### src/rtl/tbrl_pkg.sv
// Shared widths, request and register codes, and the bucket capacity function.
package tbrl_pkg;

  localparam int NUM_DOMAINS_DEF = 64;
  localparam int TIME_BITS_DEF   = 32;

  localparam int TYPE_W     = 3;
  localparam int DOM_W      = 6;
  localparam int TOK_W      = 16;
  localparam int NOW_W      = 32;
  localparam int RATE_W     = 20;
  localparam int BURST_W    = 16;
  localparam int DLY_W      = 24;
  localparam int MULT_W     = 16;
  localparam int CNT_W      = 32;
  localparam int LVL_W      = 32;
  localparam int WAIT_W     = 32;
  localparam int REQ_W      = 26;
  localparam int CFG_IDX_W  = 3;
  localparam int CFG_DATA_W = 24;
  localparam int MILLI      = 1000;

  typedef logic [TYPE_W-1:0] req_type_t;

  localparam req_type_t REQ_ACQUIRE = 3'd0;
  localparam req_type_t REQ_FAILURE = 3'd1;
  localparam req_type_t REQ_SUCCESS = 3'd2;
  localparam req_type_t REQ_CLEAR   = 3'd3;
  localparam req_type_t REQ_WAIT    = 3'd4;

  typedef logic [CFG_IDX_W-1:0] cfg_idx_t;

  localparam cfg_idx_t CFG_DOMAIN_RATE   = 3'd0;
  localparam cfg_idx_t CFG_DOMAIN_BURST  = 3'd1;
  localparam cfg_idx_t CFG_GLOBAL_ENABLE = 3'd2;
  localparam cfg_idx_t CFG_GLOBAL_RATE   = 3'd3;
  localparam cfg_idx_t CFG_BACKOFF_INIT  = 3'd4;
  localparam cfg_idx_t CFG_BACKOFF_MULT  = 3'd5;
  localparam cfg_idx_t CFG_BACKOFF_MAX   = 3'd6;

  // Capacity in milli-tokens: burst tokens, else twice the rate, else one token.
  function automatic logic [LVL_W-1:0] cap_of(input logic [RATE_W-1:0] rate,
                                               input logic [BURST_W-1:0] burst);
    logic [LVL_W-1:0] b;
    logic [LVL_W-1:0] r;
    b = LVL_W'(burst);
    r = LVL_W'(rate);
    if (burst != '0) begin
      return b * LVL_W'(MILLI);
    end else if (rate == '0) begin
      return LVL_W'(MILLI);
    end
    return r * LVL_W'(2 * MILLI);
  endfunction

endpackage

### src/rtl/tbrl_mem.sv
// Single-port-write, registered-read memory holding one domain entry per word.
module tbrl_mem #(
  parameter int DEPTH = tbrl_pkg::NUM_DOMAINS_DEF,
  parameter int AW    = 6,
  parameter int W     = 32
) (
  input  logic          clk,
  input  logic          we,
  input  logic [AW-1:0] waddr,
  input  logic [W-1:0]  wdata,
  input  logic [AW-1:0] raddr,
  output logic [W-1:0]  rdata
);

  logic [W-1:0] mem [DEPTH];

  // Write port and registered read port.
  always_ff @(posedge clk) begin
    if (we) begin
      mem[waddr] <= wdata;
    end
    rdata <= mem[raddr];
  end

endmodule

### config.mk
export PLATFORM = sky130hd
export DESIGN_NAME = tbrl_mem
export DESIGN_NICKNAME = d
export VERILOG_FILES = /design/src/rtl/tbrl_pkg.sv /design/src/rtl/tbrl_mem.sv
export SDC_FILE = /design/constraint.sdc
export NUM_CORES = 2
export LEC_CHECK = 0
export BUFFER_PORTS_ARGS = -buffer_cell sky130_fd_sc_hd__buf_2
export CORE_MARGIN = 3
export CORE_UTILIZATION = 50
export DETAILED_ROUTE_END_ITERATION = 10
export PLACE_DENSITY = 0.66
export SETUP_SLACK_MARGIN = 0.4
export SYNTH_ARGS = -nofsm -noshare
export SYNTH_HDL_FRONTEND = slang
export SYNTH_SLANG_ARGS = --single-unit
### constraint.sdc
create_clock -name clk -period 5.2 [get_ports clk]
set_clock_uncertainty 0.05 [all_clocks]
set_input_delay 1.04 -clock clk [delete_from_list [all_inputs] [get_ports clk]]
set_output_delay 1.04 -clock clk [all_outputs]
set_load 0.005 [all_outputs]
==> flow_metrics.py <==
metrics = {
    "detailed_routing": {
        "route.detailed.drc": 0,
        "viasPerCell": 6.412,
        "wl_mm": 195.8,
        "drt_pre_antenna_iters": 6,
        "drt_iter0_markers": 5128,
        "wl_per_cell_um": 33.76,
        "ant_nets": 0,
        "vias": 37200,
    },
    "cts": {
        "cts_htree_levels": 4,
        "cts_buffer_depth": 3,
        "cts_tree": "done",
        "cts_root_buf": "clkbuf_16",
        "cts.sinks": 2080,
        "post_cts_buffers": 0,
        "cts_inserted_buffers": 201,
        "clk_latency_ns": 0.80,
        "clk_pin_slew_ns": 0.06,
        "cts-hold-fix-buffers": 0,
        "ctsResizeCount": 0,
    },
    "sta": {
        "slew_viol_final": 0,
        "max_freq_mhz": 262.1,
        "maxSlewHeadroom": 0.1367,
        "tns_ns": 0,
        "layout_setup_ws_ns": 1.385,
        "hold_viol": 0,
        "tightestPinTransition_ns": 1.295,
        "setup_viol": 0,
        "period_minus_slack_ns": 3.815,
        "min_period_over_period": 0.7337,
        "rsz0062_at_grt": "no",
    },
    "synthesis": {
        "syn_inst": 3324,
        "synth_nets": 3370,
        "ys_seq_area_frac": 0.7914,
        "yosysTopAreaCellShare": 0.7833,
        "synthesis.area_um2": 78520,
        "synth_warnings": 0,
        "ys_ff_latch": 2080,
        "synth_area_leader_cell": "edfxtp_1",
        "synth.area.top_cells": "edfxtp_1, mux4_2, mux2i_1, dfxtp_1, o22ai_1",
        "syn_avg_cell_area_um2": 23.62,
        "synth_cell_type_count": 34,
    },
    "global_route": {
        "track_usage": 0.2444,
        "grt_pass1_wl_mm": 279.2,
        "grt_max_degree": 70,
        "antenna_found_initial": 14,
        "overflow": 0,
        "grt_pass1_vias": 37210,
    },
    "worst_setup_path": {
        "r2r_start": "mem[15][18]",
        "worst-path-max-fanout": 48,
        "crit_arrival_ns": 4.36,
        "crit_chain": "buf_8 > buf_12 > buf_4 > mux4_2 > mux4_2 > o22ai_1 > nor2_1",
        "worstPathRequired_ns": 5.74,
        "critPathBufInv": 3,
        "cp-start-kind": "primary input",
        "crit_path_max_incr_delay_ns": 0.74,
        "crit_family": "buffers and inverters",
        "crit_slowest_cell": "o22ai_1",
        "critPathLaunch": "raddr[0]",
        "cp_common_cell": "mux4_2",
        "worstSetupEndpointType": "flip-flop",
        "crit_type": "primary input to flip-flop",
    },
    "pwr": {
        "power.leakage_nw": 27.74,
        "p_seq_frac": 0.541,
        "ir_drop_mv": 0.3869,
        "pwr_density_cell_nw_per_um2": 386.8,
        "clkPwrFrac": 0.411,
        "pwr-share-comb": 0.048,
        "intPower_w": 0.02730,
        "switchingPower_w": 0.007147,
        "swShare": 0.2075,
    },
    "floorplan": {
        "start_util": 0.5067,
        "die_width_um": 402.3,
        "io_pins": 78,
        "die_area_um2": 161800,
        "fp-row-count": 144,
        "die_y_um": 402.3,
        "core_area_um2": 154900,
    },
    "flow_run": {
        "maxCapViolCount": 0,
    },
    "final_layout": {
        "drive_gt1_frac": 0.3012,
        "syn2layout_area_growth_pct": 13.44,
        "layout_commonest_cell": "edfxtp_1",
        "fin_util": 0.5748,
        "seq_area_um2": 62140,
        "multi_input_area_um2": 15970,
        "fin_nets": 3627,
        "fillerInstances": 11050,
        "final_cell_mix": "edfxtp_1, mux4_2, clkbuf_16",
    },
    "placed_design": {
        "hpwlAfterDp_mm": 109.2,
        "place_ws_ns": 0.6753,
        "place_congestion": 0.8039,
        "numPortBuffers": 77,
    },
    "min_path": {
        "hp-class": "flip-flop to flip-flop",
        "hold_start": "mem[28][8]",
    },
    "run_status": {
        "status": "completed",
    },
}
[synth_stat cells]
cell         n
dfxtp_1     32
or2_0        1
and2_1       2
or3b_2       3
nor2_1     137
buf_2       57
or2_1        1
nand3b_1     5
buf_4       25
clkbuf_1    74
nand4b_1     1
mux2i_1     93
a22oi_1     12
nor2b_1     15
edfxtp_1  2048
a41o_1       4
o221ai_1    27
nand2b_1     8
and3_1       4
a311oi_1     8
o22ai_1     84
buf_1       21
mux4_2     544
or2_2        1
or3_1        3
or3b_1       2
nand3_1      5
buf_6        5
nand2_1     26
a21oi_1     62
nand4_1      2
a31oi_1      1
o32ai_1      4
nor3_1       7
[registers in the layout (all words and copies together) (netlist names)]
signal / count
mem: 2048
rdata: 32
[path summary, 6_finish.rpt]
kind	endpoint	slack, ns	cells after the start
max	rdata[18]	1.38	7
min	rdata[8]	0.72	4
max reg2reg	rdata[18]	2.53	4
min reg2reg	rdata[8]	0.72	4
[logic make-up after synthesis]
kind of cell,after synthesis,share of synthesized area
compound gates,202,0.01673
mux,637,0.1679
buf+inv,182,0.01128
flops,2080,0.7914
simple gates,223,0.01265
[layer usage]
metal	vias to the layer above	track usage	part of all wire	routed length (µm)
met1	20220	0.3561	0.40	77660
met2	1889	0.3858	0.48	94740
met5	-	0	0.00023	46
met3	277	0.05199	0.10	19510
li1	14800	-	-	-
met4	6	0.05463	0.020	3851
[through the flow]
step	hold WS, ns	power (W)	std cells	cell area [µm²]
final	0.7150	0.03445	5801	89070
after global routing	0.7764	0.03544	5797	89060
after CTS	0.7250	0.03466	5796	89050
after detailed placement	0.7073	0.02066	5422	82650
after global placement	0.6832	0.02063	5422	82650
after floorplan	0.6132	0.01985	3324	78520
[power by group through the flow]
stage	clock network [W]	registers (W)	logic [W]
global route	0.0150	0.0187	0.00175
CTS	0.0144	0.0187	0.00166
detailed placement	0	0.0190	0.00165
global placement	0	0.0190	0.00163
floorplan	0	0.0190	0.000903
finish	0.0142	0.0186	0.00165
[final cells by class]
class | count | area share
clock buffers | 280 | 0.06348
well taps | 2044 | 0.02871
diodes | 5 | 0.0001405
multi-input cells | 1062 | 0.1793
repair buffers | 236 | 0.02221
clock inverters | 94 | 0.008457
flip-flops and latches | 2080 | 0.6977
[worst register-to-register path: stages (launching register included)]
cell and delay, ns:
edfxtp_1 0.36, mux4_2 0.49, mux4_2 0.50, o22ai_1 0.74
nor2_1 0.31
No activity file was read; power rests on OpenSTA's default activity.
