===== config.mk =====
export PLATFORM = sky130hd
export DESIGN_NAME = tbrl_div
export DESIGN_NICKNAME = d
export VERILOG_FILES = /design/src/rtl/tbrl_pkg.sv /design/src/rtl/tbrl_div.sv
export SDC_FILE = /design/constraint.sdc
export NUM_CORES = 1
export LEC_CHECK = 0
export ABC_CLOCK_PERIOD_IN_PS = 4150
export BUFFER_PORTS_ARGS = -buffer_cell sky130_fd_sc_hd__clkbuf_2
export CAP_MARGIN = 0
export CORE_MARGIN = 4
export CORE_UTILIZATION = 50
export DETAILED_ROUTE_END_ITERATION = 12
export GPL_TIMING_DRIVEN = 1
export MAX_ROUTING_LAYER = met4
export PLACE_DENSITY = 0.74
export SYNTH_ARGS = -nofsm -noshare
export SYNTH_HDL_FRONTEND = slang
export SYNTH_SLANG_ARGS = --single-unit

===== constraint.sdc =====
create_clock -name clk -period 4.15 [get_ports clk]
set_input_delay 0.415 -clock clk [delete_from_list [all_inputs] [get_ports clk]]
set_output_delay 0.415 -clock clk [all_outputs]
set_load 0.03 [all_outputs]

===== src/rtl/tbrl_pkg.sv =====
// Shared widths, request and register codes, and the bucket capacity function.
package tbrl_pkg;

  localparam int NUM_DOMAINS_DEF = 64;
  localparam int TIME_BITS_DEF   = 32;

  localparam int TYPE_W     = 3;
  localparam int DOM_W      = 6;
  localparam int TOK_W      = 16;
  localparam int NOW_W      = 32;
  localparam int RATE_W     = 20;
  localparam int BURST_W    = 16;
  localparam int DLY_W      = 24;
  localparam int MULT_W     = 16;
  localparam int CNT_W      = 32;
  localparam int LVL_W      = 32;
  localparam int WAIT_W     = 32;
  localparam int REQ_W      = 26;
  localparam int CFG_IDX_W  = 3;
  localparam int CFG_DATA_W = 24;
  localparam int MILLI      = 1000;

  typedef logic [TYPE_W-1:0] req_type_t;

  localparam req_type_t REQ_ACQUIRE = 3'd0;
  localparam req_type_t REQ_FAILURE = 3'd1;
  localparam req_type_t REQ_SUCCESS = 3'd2;
  localparam req_type_t REQ_CLEAR   = 3'd3;
  localparam req_type_t REQ_WAIT    = 3'd4;

  typedef logic [CFG_IDX_W-1:0] cfg_idx_t;

  localparam cfg_idx_t CFG_DOMAIN_RATE   = 3'd0;
  localparam cfg_idx_t CFG_DOMAIN_BURST  = 3'd1;
  localparam cfg_idx_t CFG_GLOBAL_ENABLE = 3'd2;
  localparam cfg_idx_t CFG_GLOBAL_RATE   = 3'd3;
  localparam cfg_idx_t CFG_BACKOFF_INIT  = 3'd4;
  localparam cfg_idx_t CFG_BACKOFF_MULT  = 3'd5;
  localparam cfg_idx_t CFG_BACKOFF_MAX   = 3'd6;

  // Capacity in milli-tokens: burst tokens, else twice the rate, else one token.
  function automatic logic [LVL_W-1:0] cap_of(input logic [RATE_W-1:0] rate,
                                               input logic [BURST_W-1:0] burst);
    logic [LVL_W-1:0] b;
    logic [LVL_W-1:0] r;
    b = LVL_W'(burst);
    r = LVL_W'(rate);
    if (burst != '0) begin
      return b * LVL_W'(MILLI);
    end else if (rate == '0) begin
      return LVL_W'(MILLI);
    end
    return r * LVL_W'(2 * MILLI);
  endfunction

endpackage


===== src/rtl/tbrl_div.sv =====
// Restoring divider, one quotient bit per cycle, for the wait-time answer.
module tbrl_div (
  input  logic                          clk,
  input  logic                          rst,
  input  logic                          start,
  input  logic [tbrl_pkg::REQ_W-1:0]    dividend,
  input  logic [tbrl_pkg::RATE_W-1:0]   divisor,
  output logic                          done,
  output logic [tbrl_pkg::REQ_W-1:0]    quotient
);

  localparam int QW = tbrl_pkg::REQ_W;
  localparam int RW = tbrl_pkg::RATE_W;
  localparam int CW = $clog2(QW + 1);

  logic [QW-1:0] dvd;
  logic [RW-1:0] rem;
  logic [RW-1:0] dsr;
  logic [CW-1:0] cnt;
  logic          busy;
  logic [RW:0]   rem_sh;
  logic          q_bit;

  // Bring down the next dividend bit and try a subtract.
  assign rem_sh = {rem, dvd[QW-1]};
  assign q_bit  = (rem_sh >= {1'b0, dsr});
  assign quotient = dvd;

  always_ff @(posedge clk) begin
    if (rst) begin
      busy <= 1'b0;
      done <= 1'b0;
      cnt  <= '0;
    end else begin
      done <= 1'b0;
      if (start) begin
        busy <= 1'b1;
        cnt  <= CW'(QW);
        dvd  <= dividend;
        dsr  <= divisor;
        rem  <= '0;
      end else if (busy) begin
        rem <= q_bit ? RW'(rem_sh - {1'b0, dsr}) : rem_sh[RW-1:0];
        dvd <= {dvd[QW-2:0], q_bit};
        cnt <= cnt - CW'(1);
        if (cnt == CW'(1)) begin
          busy <= 1'b0;
          done <= 1'b1;
        end
      end
    end
  end

endmodule


==> impl_results.md <==
- Fin util: 0.608
- Total GRT Usage: 0.188
- Layout cells sized above 1: 0.317
- Yosys synthesis warning count: 0
- TNS Setup: 0 ps
- Diodes inserted: 0
- Skew-Pair Late Insertion Delay: roughly 350 ps
- Final period utilization: 0.727
- Die Height: 99.2 um
- FF-to-FF Start: rem[6]
- Number of synthesized flops with an enable pin: 66
- Min-Delay Path Depth: 1
- Slew HR: 0.256
- Final Critical Period: roughly 3000 ps
- H-tree depth: 3
- Fmax achieved: about 330 MHz
- First-pass GRT wire length: 14,500 um
- Hold buffer count at CTS: 0
- Asr flop ratio synth: 0
- Critical path data arrival time: 3100 ps
- I/O Buffers: 75
- Initial antenna violation count: 0
- Largest net degree at the start of global routing: 47
- CTS buffer count: 9
- Reg2Reg Setup Slack: 1130 ps
- Post-DRT Antenna Nets: 0
- Fillers: roughly 630
- GR Overflow Total: 0
- Vias in the first global route: just over 3,000
- Clock Path Buffers: 2
- Final setup skew: roughly 15 ps
- Die Wd: roughly 99 um
- Status: finished, final reports clean
- Synth Flop Type: edfxtp_1
- Ports: 76
- Setup crit end kind: flop
- Die area: 9830 sq um
- Area growth, synth to finish: 15.4%
- Synthesized area per cell: approximately 12 sq um
- Hold Crit Class: input pin to flop
- Cell variety after synth: 49
- TritonRoute pass-1 iters: 4
- CP Data Required Time: ~4200 ps
- Clock slew at reported path FFs: about 90 ps
- Max Cap Viol: 0
- Maximum vdd drop: approximately 0.25 mV
- CP Class: flop to flop
- Sequential area share after synthesis: 0.511
- WHS Endpoint: dsr[5]
- CP max FO: 12
- Number of core rows: 32
- Worst reg2reg endpoint: rem[14]
- TritonCTS clock tree: built
- Nets: slightly above 500
- GP Congestion: approximately 0.90
- # resized after CTS: 0
- Final Setup Violations: 0
- Clock Sink Count: 73
- FF-to-FF path depth: 9
- Pwr Density: around 420 nW/um^2
- Static Leak: between 2 and 2.5 nW
- DR WL/cell: about 16 um
- Vias: 2,972
- Starting Density: 0.527
- Fin. Hold Viols: 0
- Slew of the pin with the lowest slew margin: between 1000 and 1500 ps
- DRC: 0
- Post-CTS setup buffer count: 0
- Yosys reg bits: 73
- Syn nets: about 430
- Cells after Synth: about 360
- Clock root buffer: clkbuf_8
- Hold Crit Start: divisor[5]
- Initial DRC Count: ~160
- Vias/cell: approximately 5.5
- Dpl hpwl: a little over 6000 um
- RSZ-0062 raised after global routing: no
- Crit start category: flop
- Mapped cell area: 4160 sq um
- Slew Limit Fails: 0
- Core Area: roughly 7900 sq um
- Total routed wirelength: about 8600 um
cell usage after synthesis, drive strengths merged, types with 2 or more instances:
| master | n | area, sq um |
|---|---|---|
| clkbuf | 3 | 11.3 |
| xor2 | 8 | 70.1 |
| a21o | 3 | 23.8 |
| ha | 22 | 275 |
| a21oi | 28 | 140 |
| a31oi | 4 | 25.0 |
| nor3 | 4 | 20.0 |
| nand4 | 4 | 25.0 |
| or3b | 2 | 17.5 |
| or3 | 2 | 12.5 |
| nor2b | 2 | 12.5 |
| o21ai | 18 | 90.1 |
| and2 | 2 | 12.5 |
| a221oi | 2 | 17.5 |
| mux2i | 11 | 110 |
| nand2 | 24 | 90.1 |
| and3 | 5 | 36.3 |
| nor4b | 2 | 17.5 |
| edfxtp | 66 | 1980 |
| o21bai | 4 | 41.3 |
| a21boi | 2 | 15.0 |
| nor2 | 26 | 108 |
| inv | 26 | 97.6 |
| nand3 | 6 | 35.0 |
| mux2 | 26 | 293 |
| xnor2 | 10 | 87.6 |
| nand2b | 3 | 18.8 |
| a211oi | 9 | 92.6 |
| o21a | 5 | 37.5 |
| and4 | 2 | 17.5 |
| buf | 11 | 90.1 |
| dfxtp | 7 | 140 |
critical path: stages, from the launching register on:
cell	delay, ps
edfxtp_1	440
ha_1	440
and3_1	260
nand2_1	70
a2111o_1	430
and3_4	220
o41ai_4	300
buf_4	290
mux2i_1	230
nor2_1	60
cell families (layout without fill, tap and decap cells):
family / Yosys count / in the layout / synth area share
XOR/XNOR: 18 / 18 / 0.0379
AND/OR/NAND/NOR: 85 / 85 / 0.104
multiplexers: 37 / 37 / 0.0970
AO/OA/AOI/OAI: 79 / 79 / 0.129
flip-flops: 73 / 73 / 0.511
buffers and inverters: 41 / 121 / 0.0503
adder cells (fa/ha/maj): 23 / 23 / 0.0711
where the power goes:
group,switching [mW],internal [mW]
combinational,0.297,0.211
sequential,0.0314,0.876
clock,0.293,0.302
metrics by stage:
stage | worst slack (ps) | power (mW) | hold WS [ps] | instance area (sq um) | std cells
after CTS | 1180 | 2.02 | 221 | 4800 | 538
after detailed placement | 1240 | 1.43 | 559 | 4590 | 522
after global routing | 1020 | 2.12 | 220 | 4800 | 538
after floorplan | 976 | 1.32 | 514 | 4160 | 356
final | 1130 | 2.01 | 231 | 4800 | 538
after global placement | 1260 | 1.42 | 549 | 4590 | 522
worst max path at each step:
stage | startpoint | end | depth (start not counted)
global route | rem[6] | rem[10] | 9
global placement | rem[6] | rem[8] | 9
detailed placement | rem[6] | rem[9] | 9
floorplan | start | quotient[0] | 4
finish | rem[6] | rem[14] | 9
CTS | rem[6] | rem[14] | 9
registers in the layout, summed over array words and instances (netlist names):
register  cells
quotient     26
busy          1
cnt           5
rem          20
dsr          20
done          1
area by class of cell:
type | count | area [sq um] | area share
clock buffer | 10 | 138 | 0.0287
clock inverter | 6 | 72.6 | 0.0151
inverter | 26 | 97.6 | 0.0203
multi-input combinational | 242 | 1830 | 0.382
sequential | 73 | 2120 | 0.442
tap | 102 | 128 | 0.0266
timing repair buffer | 79 | 405 | 0.0845
cells in the final DEF, fill, tap and decap left out, drive strengths merged, types with 5 or more instances in the layout:
master / Yosys / routed
a211oi: 9 / 9
a21oi: 28 / 28
and3: 5 / 5
clkbuf: 3 / 85
dfxtp: 7 / 7
edfxtp: 66 / 66
ha: 22 / 22
inv: 26 / 29
mux2: 26 / 26
mux2i: 11 / 11
nand2: 24 / 24
nand3: 6 / 6
nor2: 26 / 26
o21a: 5 / 5
o21ai: 18 / 18
xnor2: 10 / 10
xor2: 8 / 8
metal layers:
layer | routed length (um) | GRT usage | vias up
li1 | - | - | 1465
met1 | 3980 | 0.251 | 1404
met2 | 3980 | 0.291 | 96
met3 | 532 | 0.0421 | 7
met4 | 68 | 0.0494 | 0
met5 | 0 | - | -
No activity file was read; power rests on OpenSTA's default activity.
